## src/hw/rtl/tpd_pkg.sv

```systemverilog
// Shared types and constants for the terminated packet deframer.
// No dependencies; every other source file but tpd_checker refers to this package by scoped names.
package tpd_pkg;

  localparam int PacketBytes = 11;
  localparam int WindowBytes = PacketBytes - 1;

  localparam logic [7:0] DefaultEndMarker = 8'd101;

  typedef logic [3:0] gap_t;
  localparam gap_t GapMax = 4'd15;
  localparam gap_t GapMin = 4'(WindowBytes);

  typedef logic [7:0] byte_t;

  // Byte held in the input register.
  typedef struct packed {
    logic  valid;
    byte_t data;
  } rx_item_t;

  // Handshake between the frame check and the result register.
  typedef struct packed {
    logic fire;
    logic hit;
  } flow_t;

  typedef struct packed {
    byte_t              target_count;
    logic signed [15:0] pos_x;
    logic signed [15:0] pos_y;
    logic signed [15:0] speed_x;
    logic signed [15:0] speed_y;
  } result_t;

endpackage

```

## src/hw/rtl/tpd_in_stage.sv

```systemverilog
// Input register of the deframer: takes one byte per transfer.
// Depends on tpd_pkg.
module tpd_in_stage (
  input  logic              clk,
  input  logic              rst,
  input  logic              in_valid,
  output logic              in_stall,
  input  logic [7:0]        rx_byte,
  input  logic              fire,
  output tpd_pkg::rx_item_t item
);

  logic load;

  // Refill in the same cycle the held byte moves on.
  assign in_stall = item.valid && !fire;
  assign load     = in_valid && !in_stall;

  always_ff @(posedge clk) begin
    if (rst) begin
      item.valid <= 1'b0;
    end else if (load) begin
      item.valid <= 1'b1;
    end else if (fire) begin
      item.valid <= 1'b0;
    end
    if (load) begin
      item.data <= rx_byte;
    end
  end

endmodule

```

## src/hw/rtl/tpd_frame_check.sv

```systemverilog
// Byte window, gap counter and packet check of the deframer.
// Depends on tpd_pkg.
module tpd_frame_check (
  input  logic              clk,
  input  logic              rst,
  input  tpd_pkg::rx_item_t item,
  input  logic [7:0]        end_marker,
  input  logic              out_busy,
  output tpd_pkg::flow_t    flow,
  output tpd_pkg::result_t  result
);

  tpd_pkg::byte_t window [tpd_pkg::WindowBytes];
  tpd_pkg::gap_t  gap;
  tpd_pkg::gap_t  gap_next;
  tpd_pkg::byte_t sum;
  logic           match;

  // Payload sum as a balanced tree over the nine payload bytes.
  assign sum = ((window[0] + window[1]) + (window[2] + window[3]))
             + ((window[4] + window[5]) + (window[6] + window[7]))
             + window[8];

  assign match = (item.data == end_marker) && (gap >= tpd_pkg::GapMin)
              && (sum == window[tpd_pkg::WindowBytes-1]);

  // A byte that yields no result never waits on the output side.
  assign flow.fire = item.valid && (!match || !out_busy);
  assign flow.hit  = match;

  assign result.target_count = window[0];
  assign result.pos_x        = $signed({window[1], window[2]});
  assign result.pos_y        = $signed({window[3], window[4]});
  assign result.speed_x      = $signed({window[5], window[6]});
  assign result.speed_y      = $signed({window[7], window[8]});

  always_comb begin
    if (match) begin
      gap_next = 4'd1;
    end else if (gap < tpd_pkg::GapMax) begin
      gap_next = gap + 4'd1;
    end else begin
      gap_next = gap;
    end
  end

  always_ff @(posedge clk) begin
    if (rst) begin
      gap <= '0;
      for (int k = 0; k < tpd_pkg::WindowBytes; k++) begin
        window[k] <= '0;
      end
    end else if (flow.fire) begin
      gap <= gap_next;
      for (int k = 0; k < tpd_pkg::WindowBytes - 1; k++) begin
        window[k] <= window[k+1];
      end
      window[tpd_pkg::WindowBytes-1] <= item.data;
    end
  end

endmodule

```

## src/hw/rtl/tpd_out_stage.sv

```systemverilog
// Result register of the deframer: holds one decoded packet until transfer.
// Depends on tpd_pkg.
module tpd_out_stage (
  input  logic                clk,
  input  logic                rst,
  input  tpd_pkg::flow_t      flow,
  input  tpd_pkg::result_t    result,
  output logic                out_busy,
  output logic                out_valid,
  input  logic                out_stall,
  output logic [7:0]          target_count,
  output logic signed [15:0]  pos_x,
  output logic signed [15:0]  pos_y,
  output logic signed [15:0]  speed_x,
  output logic signed [15:0]  speed_y
);

  tpd_pkg::result_t held;
  logic             load;

  assign load     = flow.fire && flow.hit;
  assign out_busy = out_valid && out_stall;

  always_ff @(posedge clk) begin
    if (rst) begin
      out_valid <= 1'b0;
    end else if (load) begin
      out_valid <= 1'b1;
    end else if (!out_stall) begin
      out_valid <= 1'b0;
    end
  end

  always_ff @(posedge clk) begin
    if (load) begin
      held <= result;
    end
  end

  assign target_count = held.target_count;
  assign pos_x        = held.pos_x;
  assign pos_y        = held.pos_y;
  assign speed_x      = held.speed_x;
  assign speed_y      = held.speed_y;

endmodule

```

## src/hw/rtl/terminated_packet_deframer_top.sv

```systemverilog
// A terminator byte is registered in the input stage, then its packet in the result register.
// Throughput: one byte per cycle; only a stalled result holds back a terminator that matches.
// Reset (rst, synchronous, active high) clears the byte window, the gap counter and
// both valid flags, and sets the end marker back to 'e'.
// Depends on tpd_pkg, tpd_in_stage, tpd_frame_check, tpd_out_stage.
module terminated_packet_deframer_top (
  input  logic               clk,
  input  logic               rst,
  input  logic               in_valid,
  output logic               in_stall,
  input  logic [7:0]         rx_byte,
  output logic               out_valid,
  input  logic               out_stall,
  output logic [7:0]         target_count,
  output logic signed [15:0] pos_x,
  output logic signed [15:0] pos_y,
  output logic signed [15:0] speed_x,
  output logic signed [15:0] speed_y,
  input  logic               cfg_valid,
  output logic               cfg_ready,
  input  logic [7:0]         end_marker
);

  tpd_pkg::rx_item_t item;
  tpd_pkg::flow_t    flow;
  tpd_pkg::result_t  result;
  logic              out_busy;
  logic [7:0]        marker;

  // Take a new marker only with no byte held or arriving.
  assign cfg_ready = !item.valid && !in_valid;

  always_ff @(posedge clk) begin
    if (rst) begin
      marker <= tpd_pkg::DefaultEndMarker;
    end else if (cfg_valid && cfg_ready) begin
      marker <= end_marker;
    end
  end

  tpd_in_stage u_in (
    .clk      (clk),
    .rst      (rst),
    .in_valid (in_valid),
    .in_stall (in_stall),
    .rx_byte  (rx_byte),
    .fire     (flow.fire),
    .item     (item)
  );

  tpd_frame_check u_check (
    .clk        (clk),
    .rst        (rst),
    .item       (item),
    .end_marker (marker),
    .out_busy   (out_busy),
    .flow       (flow),
    .result     (result)
  );

  tpd_out_stage u_out (
    .clk          (clk),
    .rst          (rst),
    .flow         (flow),
    .result       (result),
    .out_busy     (out_busy),
    .out_valid    (out_valid),
    .out_stall    (out_stall),
    .target_count (target_count),
    .pos_x        (pos_x),
    .pos_y        (pos_y),
    .speed_x      (speed_x),
    .speed_y      (speed_y)
  );

endmodule

```

## config.mk

```make
export PLATFORM = sky130hd
export DESIGN_NAME = terminated_packet_deframer_top
export DESIGN_NICKNAME = d
export VERILOG_FILES = /design/src/hw/rtl/tpd_pkg.sv /design/src/hw/rtl/tpd_in_stage.sv /design/src/hw/rtl/tpd_frame_check.sv /design/src/hw/rtl/tpd_out_stage.sv /design/src/hw/rtl/terminated_packet_deframer_top.sv
export SDC_FILE = /design/constraint.sdc
export NUM_CORES = 1
export LEC_CHECK = 0
export BUFFER_PORTS_ARGS = -buffer_cell sky130_fd_sc_hd__buf_2
export CORE_MARGIN = 4
export CORE_UTILIZATION = 38
export DETAILED_ROUTE_END_ITERATION = 16
export HOLD_SLACK_MARGIN = 0.1
export PLACE_DENSITY = 0.69
export SYNTH_ARGS = -nofsm -noshare
export SYNTH_HDL_FRONTEND = slang
export SYNTH_HIERARCHICAL = 1
export SYNTH_SLANG_ARGS = --single-unit
```

## constraint.sdc

```tcl
create_clock -name clk -period 6.2 [get_ports clk]
set_input_delay 0.93 -clock clk [delete_from_list [all_inputs] [get_ports clk]]
set_output_delay 0.93 -clock clk [all_outputs]
set_load 0.01 [all_outputs]
```

==> impl_metrics.py, run 1 <==
metrics = {
    "cts": {
        "root_buffer": "clkbuf_16",
        "cts_tree": "done",
        "cts.path.max_buffers": 2,
        "ctsHoldBuffers": 0,
        "worstSkewPairLatency_ns": 0.42,
        "clk_pin_slew_worst_paths_ns": 0.07,
        "cts.sinks": 174,
        "h-tree-depth": 4,
        "cts_made_buffers": 17,
    },
    "timing": {
        "setup_viol_count_final": 0,
        "maxSlewHeadroom": 0.209,
        "rsz0062_at_grt": "true",
        "hold_slack_ns": 0.458,
        "finalWorstSetupSlack_ns": 0.00976,
        "worstMarginPinSlew_ns": 1.19,
        "slew_violations": 0,
        "skew_ns": 0.0119,
        "post-route-period-util": 0.998,
        "hold_violations": 0,
        "max_freq_mhz": 162,
        "post-route-min-period_ns": 6.19,
    },
    "flow_run": {
        "maxCapViolations": 0,
    },
    "synth": {
        "postSynth.asyncResetShare": 0,
        "syn_nets": 632,
        "synth_cell_types": 42,
        "synthFlopType": "edfxtp_1",
        "yosysWarnings": 6,
        "yosys.area.top_type": "edfxtp_1",
        "avgSynthCellArea_um2": 15.0,
        "syn_inst": 556,
        "synth-seq-cells": 174,
        "post-synth-top-area-fraction": 0.577,
        "synth_top_cells_by_area": "edfxtp_1 58%, fa_1 11%, buf_4 6.6%, and2_2 4.3%, dfxtp_1 3.4%",
        "synth_edf_count": 160,
        "synth_area_mm2": 0.00833,
        "ys_seq_area_frac": 0.611,
    },
    "setup_path": {
        "start_kind": "flip-flop",
        "path_class": "flip-flop to output port",
        "reg2reg_slack_ns": 0.14,
        "crit_required_ns": 5.27,
        "worstPathArrival_ns": 5.26,
        "cp-end-kind": "output port",
        "critPathMaxFanout": 4,
    },
    "drt": {
        "drcViolationCount": 0,
        "wl_per_cell_um": 15.6,
        "vias_per_cell": 4.46,
        "drtIter0Drc": 200,
        "drt-pass1-iter-count": 5,
        "antenna_left": 0,
        "routed_wl_um": 13800,
        "num_vias": 3947,
    },
    "place": {
        "place_congestion": 0.749,
        "hpwlAfterDp_um": 9400,
        "place_ws_ns": 0.118,
        "io_buffers": 95,
        "dp_cells": 846,
        "dpl_cell_area_mm2": 0.00857,
    },
    "grt": {
        "grt_pass1_vias": 4198,
        "grt_use_met1": 0.163,
        "top_usage_layer": "met2",
        "gr-usage-met3": 0.0372,
        "antenna_found_initial": 0,
        "grt_pass1_wl_um": 22800,
        "groute.usage.overall": 0.120,
        "use_met2": 0.181,
        "grt_max_degree": 81,
        "overflow": 0,
    },
    "run_status": {
        "status": "finished, final reports clean",
    },
    "layout": {
        "drive_above_1_share": 0.327,
        "fin_area_mm2": 0.00929,
        "n_antenna_cell": 0,
        "area_growth_pct": 11.5,
        "finish.net_count": 672,
        "stdcell_count": 884,
    },
    "floorplanning": {
        "die_w_um": 156,
        "pin_count": 96,
        "die_h_um": 156,
        "fp.coreArea_mm2": 0.0213,
        "start_util": 0.391,
        "rows": 53,
        "die_area_mm2": 0.0243,
    },
    "pwr": {
        "p_leak_nw": 3.66,
        "power.density_mw_per_mm2": 393,
        "ir_worst_vdd_uv": 305,
    },
    "worst_hold_path": {
        "hold_class": "flip-flop to flip-flop",
    },
}
[flip-flops by register name, summed over array words and instances (netlist names)]
signal and flops:
u_out/speed_y 16, u_in/item 9, u_out/target_count 8, u_out/speed_x 16, u_out/pos_x 16, u_out/out_valid 1, u_check/window 80, u_out/pos_y 16
marker 8, u_check/gap 4
[where the power goes]
group | total [mW] | internal, mW | switching (mW) | leakage [nW]
clock network | 1.14 | 0.683 | 0.454 | 0.308
registers | 1.37 | 1.33 | 0.0406 | 1.71
logic | 1.14 | 0.502 | 0.637 | 1.64
total | 3.65 | 2.52 | 1.13 | 3.66
[routing by layer]
layer | up-vias | wire [um]
li1 | 1861 | -
met1 | 1944 | 6280
met2 | 122 | 6510
met3 | 20 | 846
met4 | 0 | 180
met5 | - | 0
[worst max-delay path, stage by stage, from the launching register on]
cell and delay, ns:
edfxtp_1 0.42, fa_1 0.55, inv_1 0.06, fa_1 0.58, fa_1 0.46, fa_1 0.56
inv_1 0.05, ha_1 0.20, inv_1 0.07, fa_1 0.44, xor2_1 0.17, o31ai_1 0.09
nor4_1 0.18, inv_1 0.14, nor4b_4 0.40, a31oi_4 0.17, nor2b_4 0.18, buf_6 0.12
[cells by family (layout without fill, tap and decap cells)]
logic type,Yosys count,count (layout),share of synthesized area
simple gates,125,125,0.0981
flops,174,174,0.611
mux,9,9,0.0110
fa+ha+maj,55,55,0.123
xor+xnor,34,34,0.0392
compound gates,19,19,0.0197
buf+inv,140,193,0.0983
[layout by cell type, fill, tap and decap left out, types with 2 or more instances in the layout]
cell type	n
and2_2	48
clkbuf_16	17
edfxtp_1	160
clkinv_4	2
buf_2	94
and2_4	2
mux2i_1	8
nand2_1	5
nand3_1	4
o21ba_1	2
xnor2_2	2
nand2b_1	10
xor2_1	10
nand4_1	2
fa_1	45
nor4_1	2
clkinv_2	2
o221a_2	2
bufinv_16	4
inv_6	4
and2_1	32
a21oi_1	5
inv_1	57
xnor2_1	21
ha_1	10
buf_4	9
dfxtp_1	14
nor2_1	13
[per-stage QoR]
| stage | power, mW | setup TNS [ns] | util |
|---|---|---|---|
| after CTS | 3.70 | 0 | 0.435 |
| after global placement | 2.46 | 0 | 0.403 |
| after global routing | 3.89 | -13.94 | 0.436 |
| after detailed placement | 2.50 | 0 | 0.403 |
| final | 3.65 | 0 | 0.436 |
| after floorplan | 2.27 | 0 | - |
[path summary, 6_finish.rpt]
| path | startpoint | to | cells after the start |
|---|---|---|---|
| setup / recovery | u_check/window[0][18]$_SDFFCE_PN0P_ | in_stall | 17 |
| hold / removal | u_check/window[0][0]$_SDFFCE_PN0P_ | u_out/target_count[0]$_DFFE_PP_ | 0 |
| setup reg to reg | u_check/window[0][18]$_SDFFCE_PN0P_ | u_out/speed_y[3]$_DFFE_PP_ | 17 |
| hold reg to reg | u_check/window[0][0]$_SDFFCE_PN0P_ | u_out/target_count[0]$_DFFE_PP_ | 0 |
[cell usage after synthesis, types with 2 or more instances]
master / count
a21oi_1: 5
a31oi_1: 2
and2_1: 32
and2_2: 48
and2_4: 2
buf_4: 73
clkbuf_2: 8
dfxtp_1: 14
edfxtp_1: 160
fa_1: 45
ha_1: 10
inv_1: 57
mux2i_1: 8
nand2_1: 5
nand2b_1: 10
nand3_1: 4
nand4_1: 2
nor2_1: 13
nor4_1: 2
nor4b_1: 2
o21ba_1: 2
o221a_2: 2
xnor2_1: 21
xnor2_2: 2
xor2_1: 10
[layout make-up]
| type | count | area [um2] |
|---|---|---|
| Sequential cell | 174 | 5080 |
| Clock buffer | 18 | 429 |
| Clock inverter | 14 | 206 |
| Tap cell | 275 | 344 |
| Inverter | 57 | 214 |
| Timing Repair Buffer | 104 | 549 |
| Fill cell | 1911 | 12000 |
| Multi-Input combinational cell | 242 | 2460 |
[repair_timing]
action                     in CTS  in global routing
resized for setup               4                  1
pin swaps                       3                  1
setup buffers                   4                  2
cloned                          0                  0
setup endpoints to repair       1                 74
No activity file was read; power rests on OpenSTA's default activity.
==> run 2, diff against run 1 <==
--- a/config.mk
+++ b/config.mk
@@ -7,10 +7,10 @@
 export LEC_CHECK = 0
 export BUFFER_PORTS_ARGS = -buffer_cell sky130_fd_sc_hd__buf_2
 export CORE_MARGIN = 4
-export CORE_UTILIZATION = 38
+export CORE_UTILIZATION = 53
 export DETAILED_ROUTE_END_ITERATION = 16
 export HOLD_SLACK_MARGIN = 0.1
-export PLACE_DENSITY = 0.69
+export PLACE_DENSITY = 0.87
 export SYNTH_ARGS = -nofsm -noshare
 export SYNTH_HDL_FRONTEND = slang
 export SYNTH_HIERARCHICAL = 1
==> run 2 against run 1 <==
Against the previous run:
- via count is 1.9% higher
- final cell count down 7.2%
- clock skew barely moved
- sequential share of layout area is 0.54 points higher
- routed wire length shrank 2.3%
- core utilization rose by 16 points
- sequential power barely moved
- count of clock-buffer cells in the layout shrank 1
- clock power fell by 5%
- critical path depth is the same
- die area is 27% lower
- fmax increased by 0.66%
==> impl_metrics.py, run 2 (synthesis results as in run 1) <==
metrics = {
    "timing": {
        "post-route-period-util": 0.992,
        "hold_violations": 0,
        "setup_viol_count_final": 0,
        "rsz0062_at_grt": "true",
        "maxSlewHeadroom": 0.239,
        "skew_ns": 0.0123,
        "max_freq_mhz": 163,
        "worstMarginPinSlew_ns": 1.14,
        "post-route-min-period_ns": 6.15,
        "slew_violations": 0,
    },
    "cts": {
        "cts.sinks": 174,
        "cts_made_buffers": 17,
        "root_buffer": "clkbuf_16",
        "h-tree-depth": 4,
        "cts_tree": "done",
        "worstSkewPairLatency_ns": 0.43,
        "cts.path.max_buffers": 2,
        "clk_pin_slew_worst_paths_ns": 0.07,
        "ctsHoldBuffers": 0,
    },
    "setup_path": {
        "crit_required_ns": 5.27,
        "start_kind": "flip-flop",
        "reg2reg_depth": 18,
        "worstPathArrival_ns": 5.22,
        "critPathMaxFanout": 3,
        "cp-end-kind": "output port",
        "r2r-end": "u_check/window[0][28]$_SDFFCE_PN0P_",
        "reg2reg_slack_ns": 0.37,
        "path_class": "flip-flop to output port",
        "r2r_start": "u_check/window[0][34]$_SDFFCE_PN0P_",
    },
    "drt": {
        "antenna_left": 0,
        "wl_per_cell_um": 16.5,
        "drtIter0Drc": 241,
        "drcViolationCount": 0,
        "drt-pass1-iter-count": 5,
        "routed_wl_um": 13500,
        "num_vias": 4021,
        "vias_per_cell": 4.90,
    },
    "floorplanning": {
        "rows": 45,
        "pin_count": 96,
        "fp.coreArea_mm2": 0.0153,
        "die_h_um": 133,
        "start_util": 0.544,
        "die_w_um": 133,
        "die_area_mm2": 0.0178,
    },
    "layout": {
        "area_growth_pct": 10.4,
        "layout_commonest_cell": "edfxtp_1",
        "drive_above_1_share": 0.333,
        "stdcell_count": 820,
        "finish.net_count": 672,
        "fillers": 1153,
        "largest_register": "u_check/window",
        "final_util": 0.600,
        "largest_register_ffs": 80,
        "final_cell_mix": "160 x edfxtp_1, 94 x buf_2, 55 x inv_1, 48 x and2_2, 45 x fa_1",
        "n_antenna_cell": 0,
    },
    "pwr": {
        "p_leak_nw": 3.65,
        "ir_worst_vdd_uv": 249,
        "power.density_mw_per_mm2": 390,
    },
    "worst_hold_path": {
        "hold_class": "flip-flop to flip-flop",
        "hold_start": "u_check/window[0][0]$_SDFFCE_PN0P_",
        "hold-path-endpoint": "u_out/target_count[0]$_DFFE_PP_",
        "min_path_cells": 0,
    },
    "place": {
        "hpwlAfterDp_um": 9180,
        "place_congestion": 0.780,
        "io_buffers": 95,
        "dp_cells": 782,
    },
    "grt": {
        "groute.usage.overall": 0.158,
        "grt_pass1_wl_um": 21900,
        "overflow": 0,
        "grt_pass1_vias": 4240,
        "antenna_found_initial": 0,
        "grt_max_degree": 81,
    },
    "flow_run": {
        "maxCapViolations": 0,
    },
    "run_status": {
        "status": "finished, final reports clean",
    },
}
## run 2: cell count changes in the layout (fill, tap and decap cells not counted), sizes merged
cell / delta
and2: +1
buf: -1
bufinv: -3
clkbuf: -1
clkinv: +1
clkinvlp: -1
inv: +4
## run 2: per-layer routing
metal	vias up	global-route usage	part of all wire
met5	-	0	0
met4	0	0.0714	0.023
met3	27	0.0310	0.052
met2	135	0.260	0.49
met1	1993	0.206	0.43
li1	1866	-	-
## run 2: what timing repair did
item,4_1_cts,5_1_grt
setup endpoints to repair,1,131
gates cloned,0,1
setup buffers,4,1
pin swaps,5,5
resized for setup,4,5
## run 2: layout make-up
| type | count | area [um2] | share of cell area |
|---|---|---|---|
| sequential | 174 | 5080 | 0.553 |
| multi-input combinational | 243 | 2470 | 0.269 |
| timing repair buffer | 103 | 542 | 0.0589 |
| clock buffer | 17 | 425 | 0.0463 |
| tap | 211 | 264 | 0.0287 |
| inverter | 57 | 214 | 0.0233 |
| clock inverter | 15 | 195 | 0.0212 |
## run 2: stage by stage
stage	hold WS [ns]	total power, mW	TNS (ns)	area (um2)	setup WS [ns]
after floorplan	0.460	2.27	0	8330	0.354
after global placement	0.438	2.42	0	8490	0.316
after detailed placement	0.464	2.47	0	8490	0.0805
after CTS	0.479	3.63	0	9170	0.00657
after global routing	0.491	3.80	-0.225	9190	-0.225
final	0.473	3.59	0	9190	0.0506
## run 2: power by group
| group | total [mW] | switching (mW) | leakage [nW] | internal [mW] |
|---|---|---|---|---|
| sequential | 1.37 | 0.0406 | 1.71 | 1.33 |
| combinational | 1.14 | 0.632 | 1.64 | 0.504 |
| clock | 1.08 | 0.495 | 0.303 | 0.585 |
## run 2: worst max-delay path, stage by stage (launching register included)
cell and delay, ns:
edfxtp_1 0.43, fa_1 0.56, inv_2 0.04, fa_1 0.58, fa_1 0.45, fa_1 0.53, inv_1 0.09, ha_2 0.20
inv_2 0.04, fa_1 0.50, xor2_1 0.15, o31ai_1 0.10, nor4_1 0.18, inv_1 0.14, nor4b_4 0.37, a31oi_4 0.15
nor2b_4 0.16, buf_6 0.11
## run 2: how the worst max path moves through the flow
stage                                        start                                  to  slack [ns]  depth (start not counted)
6_report       u_check/window[0][34]$_SDFFCE_PN0P_                            in_stall        0.05                         17
5_1_grt        u_check/window[0][34]$_SDFFCE_PN0P_                            in_stall       -0.23                         17
4_1_cts        u_check/window[0][42]$_SDFFCE_PN0P_                            in_stall       0.007                         17
3_5_place_dp   u_check/window[0][18]$_SDFFCE_PN0P_                            in_stall        0.08                         17
3_3_place_gp   u_check/window[0][18]$_SDFFCE_PN0P_                            in_stall        0.32                         17
2_1_floorplan  u_check/window[0][18]$_SDFFCE_PN0P_  u_check/window[0][0]$_SDFFCE_PN0P_        0.35                         16
==> run 3, diff against run 2 <==
--- a/config.mk
+++ b/config.mk
@@ -6,8 +6,10 @@
 export NUM_CORES = 1
 export LEC_CHECK = 0
 export BUFFER_PORTS_ARGS = -buffer_cell sky130_fd_sc_hd__buf_2
+export CELL_PAD_IN_SITES_DETAIL_PLACEMENT = 0
+export CELL_PAD_IN_SITES_GLOBAL_PLACEMENT = 2
 export CORE_MARGIN = 4
-export CORE_UTILIZATION = 53
+export CORE_UTILIZATION = 38
 export DETAILED_ROUTE_END_ITERATION = 16
 export HOLD_SLACK_MARGIN = 0.1
 export PLACE_DENSITY = 0.87
==> run 3 against run 2 <==
Against the previous run:
- the flow now finishes with violations (setup timing)
- flip-flop and latch count did not move
- sequential share of layout area fell by 0.37 points
- critical path depth did not move
- design area rose by 0.67%
- critical endpoint unchanged
- highest routed layer unchanged
==> impl_metrics.py, run 3 (synthesis results as in run 1) <==
metrics = {
    "run_status": {
        "status": "complete, but fails checks",
        "violations": "setup timing",
    },
    "drt": {
        "routed_wl_um": 13400,
        "drcViolationCount": 0,
        "vias_per_cell": 4.37,
        "num_vias": 3873,
        "drt-pass1-iter-count": 4,
        "antenna_left": 0,
        "wl_per_cell_um": 15.1,
        "drtIter0Drc": 250,
    },
    "grt": {
        "grt_pass1_vias": 4145,
        "grt_max_degree": 81,
        "overflow": 0,
        "groute.usage.overall": 0.115,
        "grt_pass1_wl_um": 22000,
        "antenna_found_initial": 0,
    },
    "cts": {
        "cts.sinks": 174,
        "clk_pin_slew_worst_paths_ns": 0.07,
        "cts.path.max_buffers": 2,
        "root_buffer": "clkbuf_16",
        "cts_made_buffers": 17,
        "cts_tree": "done",
        "h-tree-depth": 4,
        "worstSkewPairLatency_ns": 0.42,
    },
    "timing": {
        "finalWorstSetupSlack_ns": -0.0370,
        "post-route-min-period_ns": 6.24,
        "hold_slack_ns": 0.466,
        "setup_viol_count_final": 1,
        "post-route-period-util": 1.01,
        "slew_violations": 0,
        "skew_ns": 0.0124,
        "hold_violations": 0,
        "worstMarginPinSlew_ns": 1.18,
        "max_freq_mhz": 160,
        "rsz0062_at_grt": "true",
        "maxSlewHeadroom": 0.211,
    },
    "floorplanning": {
        "rows": 53,
        "die_h_um": 156,
        "die_w_um": 156,
        "pin_count": 96,
        "fp.coreArea_mm2": 0.0213,
        "start_util": 0.391,
        "die_area_mm2": 0.0243,
    },
    "pwr": {
        "power.total_mw": 3.51,
        "ir_worst_vdd_uv": 251,
        "power.density_mw_per_mm2": 379,
        "p_leak_nw": 3.63,
    },
    "place": {
        "place_congestion": 0.787,
        "hpwlAfterDp_um": 9100,
        "dpl_cell_area_mm2": 0.00857,
        "dp_cells": 846,
        "io_buffers": 95,
    },
    "layout": {
        "fin_area_mm2": 0.00926,
        "stdcell_count": 887,
        "largest_register_ffs": 80,
        "final_cell_mix": "160 x edfxtp_1, 94 x buf_2, 55 x inv_1, 48 x and2_2, 44 x fa_1",
        "finish.net_count": 675,
        "n_antenna_cell": 0,
        "largest_register": "u_check/window",
        "drive_above_1_share": 0.337,
        "layout_commonest_cell": "edfxtp_1",
        "area_growth_pct": 11.1,
    },
    "setup_path": {
        "startpoint": "u_check/window[0][42]$_SDFFCE_PN0P_",
        "critical-path-top-delay-family": "adder cells",
        "start_kind": "flip-flop",
        "crit_required_ns": 5.27,
        "max_stage_delay_ns": 0.56,
        "r2r_start": "u_check/window[0][42]$_SDFFCE_PN0P_",
        "cp-end-kind": "output port",
        "critPathMaxFanout": 3,
        "cp_num_buf_inv": 5,
        "crit_chain": "fa_1 -> inv_2 -> fa_1 -> fa_1 -> fa_1 -> inv_1 -> ha_2 -> inv_2 -> fa_1 -> xor2_1 -> o31ai_1 -> nor4_1 -> inv_1 -> nor4b_4 -> a31oi_4 -> nor2b_4 -> buf_6",
        "crit_path_frequent_cell": "fa_1",
        "worstPathArrival_ns": 5.31,
        "path_class": "flip-flop to output port",
        "cpMaxStageDelayCell": "fa_1",
    },
    "worst_hold_path": {
        "hold_start": "u_check/window[0][0]$_SDFFCE_PN0P_",
        "hold_class": "flip-flop to flip-flop",
    },
    "flow_run": {
        "maxCapViolations": 0,
    },
}
[run 3: cell count changes in the layout (fill, tap and decap cells not counted), sizes merged]
cell      change
clkinvlp      +3
buf           +3
clkinv        -3
[run 3: worst reg2reg max path, delay by kind of cell (launching register included)]
family	cells	cell delay [ns]
adders and majority gates	6	2.77
and+or+nand+nor	3	1.04
AOI/OAI and AO/OA	2	0.24
DFF	1	0.42
xor gates and xnor gates	1	0.15
buffers and inverters	7	1.04
[run 3: timing repair]
item | CTS | global route
buffers inserted | 3 | 5
hold buffers | 0 | 0
pin swaps | 4 | 12
resized for setup | 4 | 6
cloned | 0 | 1
endpoints found under the hold margin | 0 | 0
endpoints found under the setup margin | 1 | 74
[run 3: per-stage QoR]
step | worst slack, ns | setup TNS (ns) | utilization
detailed placement | 0.226 | 0 | 0.403
finish | -0.0370 | -0.0370 | 0.435
CTS | 0.0860 | 0 | 0.432
global placement | 0.261 | 0 | 0.403
floorplan | 0.354 | 0 | -
global route | -0.217 | -0.217 | 0.435
[run 3: area by class of cell]
type / count / area (um2)
fillers: 1901 / 12000
repair buffers: 106 / 564
clock inverters: 15 / 151
multi-input cells: 243 / 2470
inverters: 57 / 214
well taps: 275 / 344
clock buffers: 17 / 425
flip-flops and latches: 174 / 5080
[run 3: worst paths after layout]
check | end | slack, ns | cells after the start
min reg2reg | u_out/target_count[0]$_DFFE_PP_ | 0.47 | 0
max reg2reg | u_check/window[0][17]$_SDFFCE_PN0P_ | 0.29 | 19
max | in_stall | -0.04 | 17
min | u_out/target_count[0]$_DFFE_PP_ | 0.47 | 0
[run 3: layer usage]
layer / wire length [um] / track usage
met5: 0 / 0
met4: 213 / 0.0488
met3: 613 / 0.0272
met2: 6320 / 0.179
met1: 6280 / 0.154
[run 3: report_power, final]
part / switching (mW) / internal (mW)
combinational: 0.597 / 0.505
clock: 0.468 / 0.567
sequential: 0.0397 / 1.33
total: 1.10 / 2.40
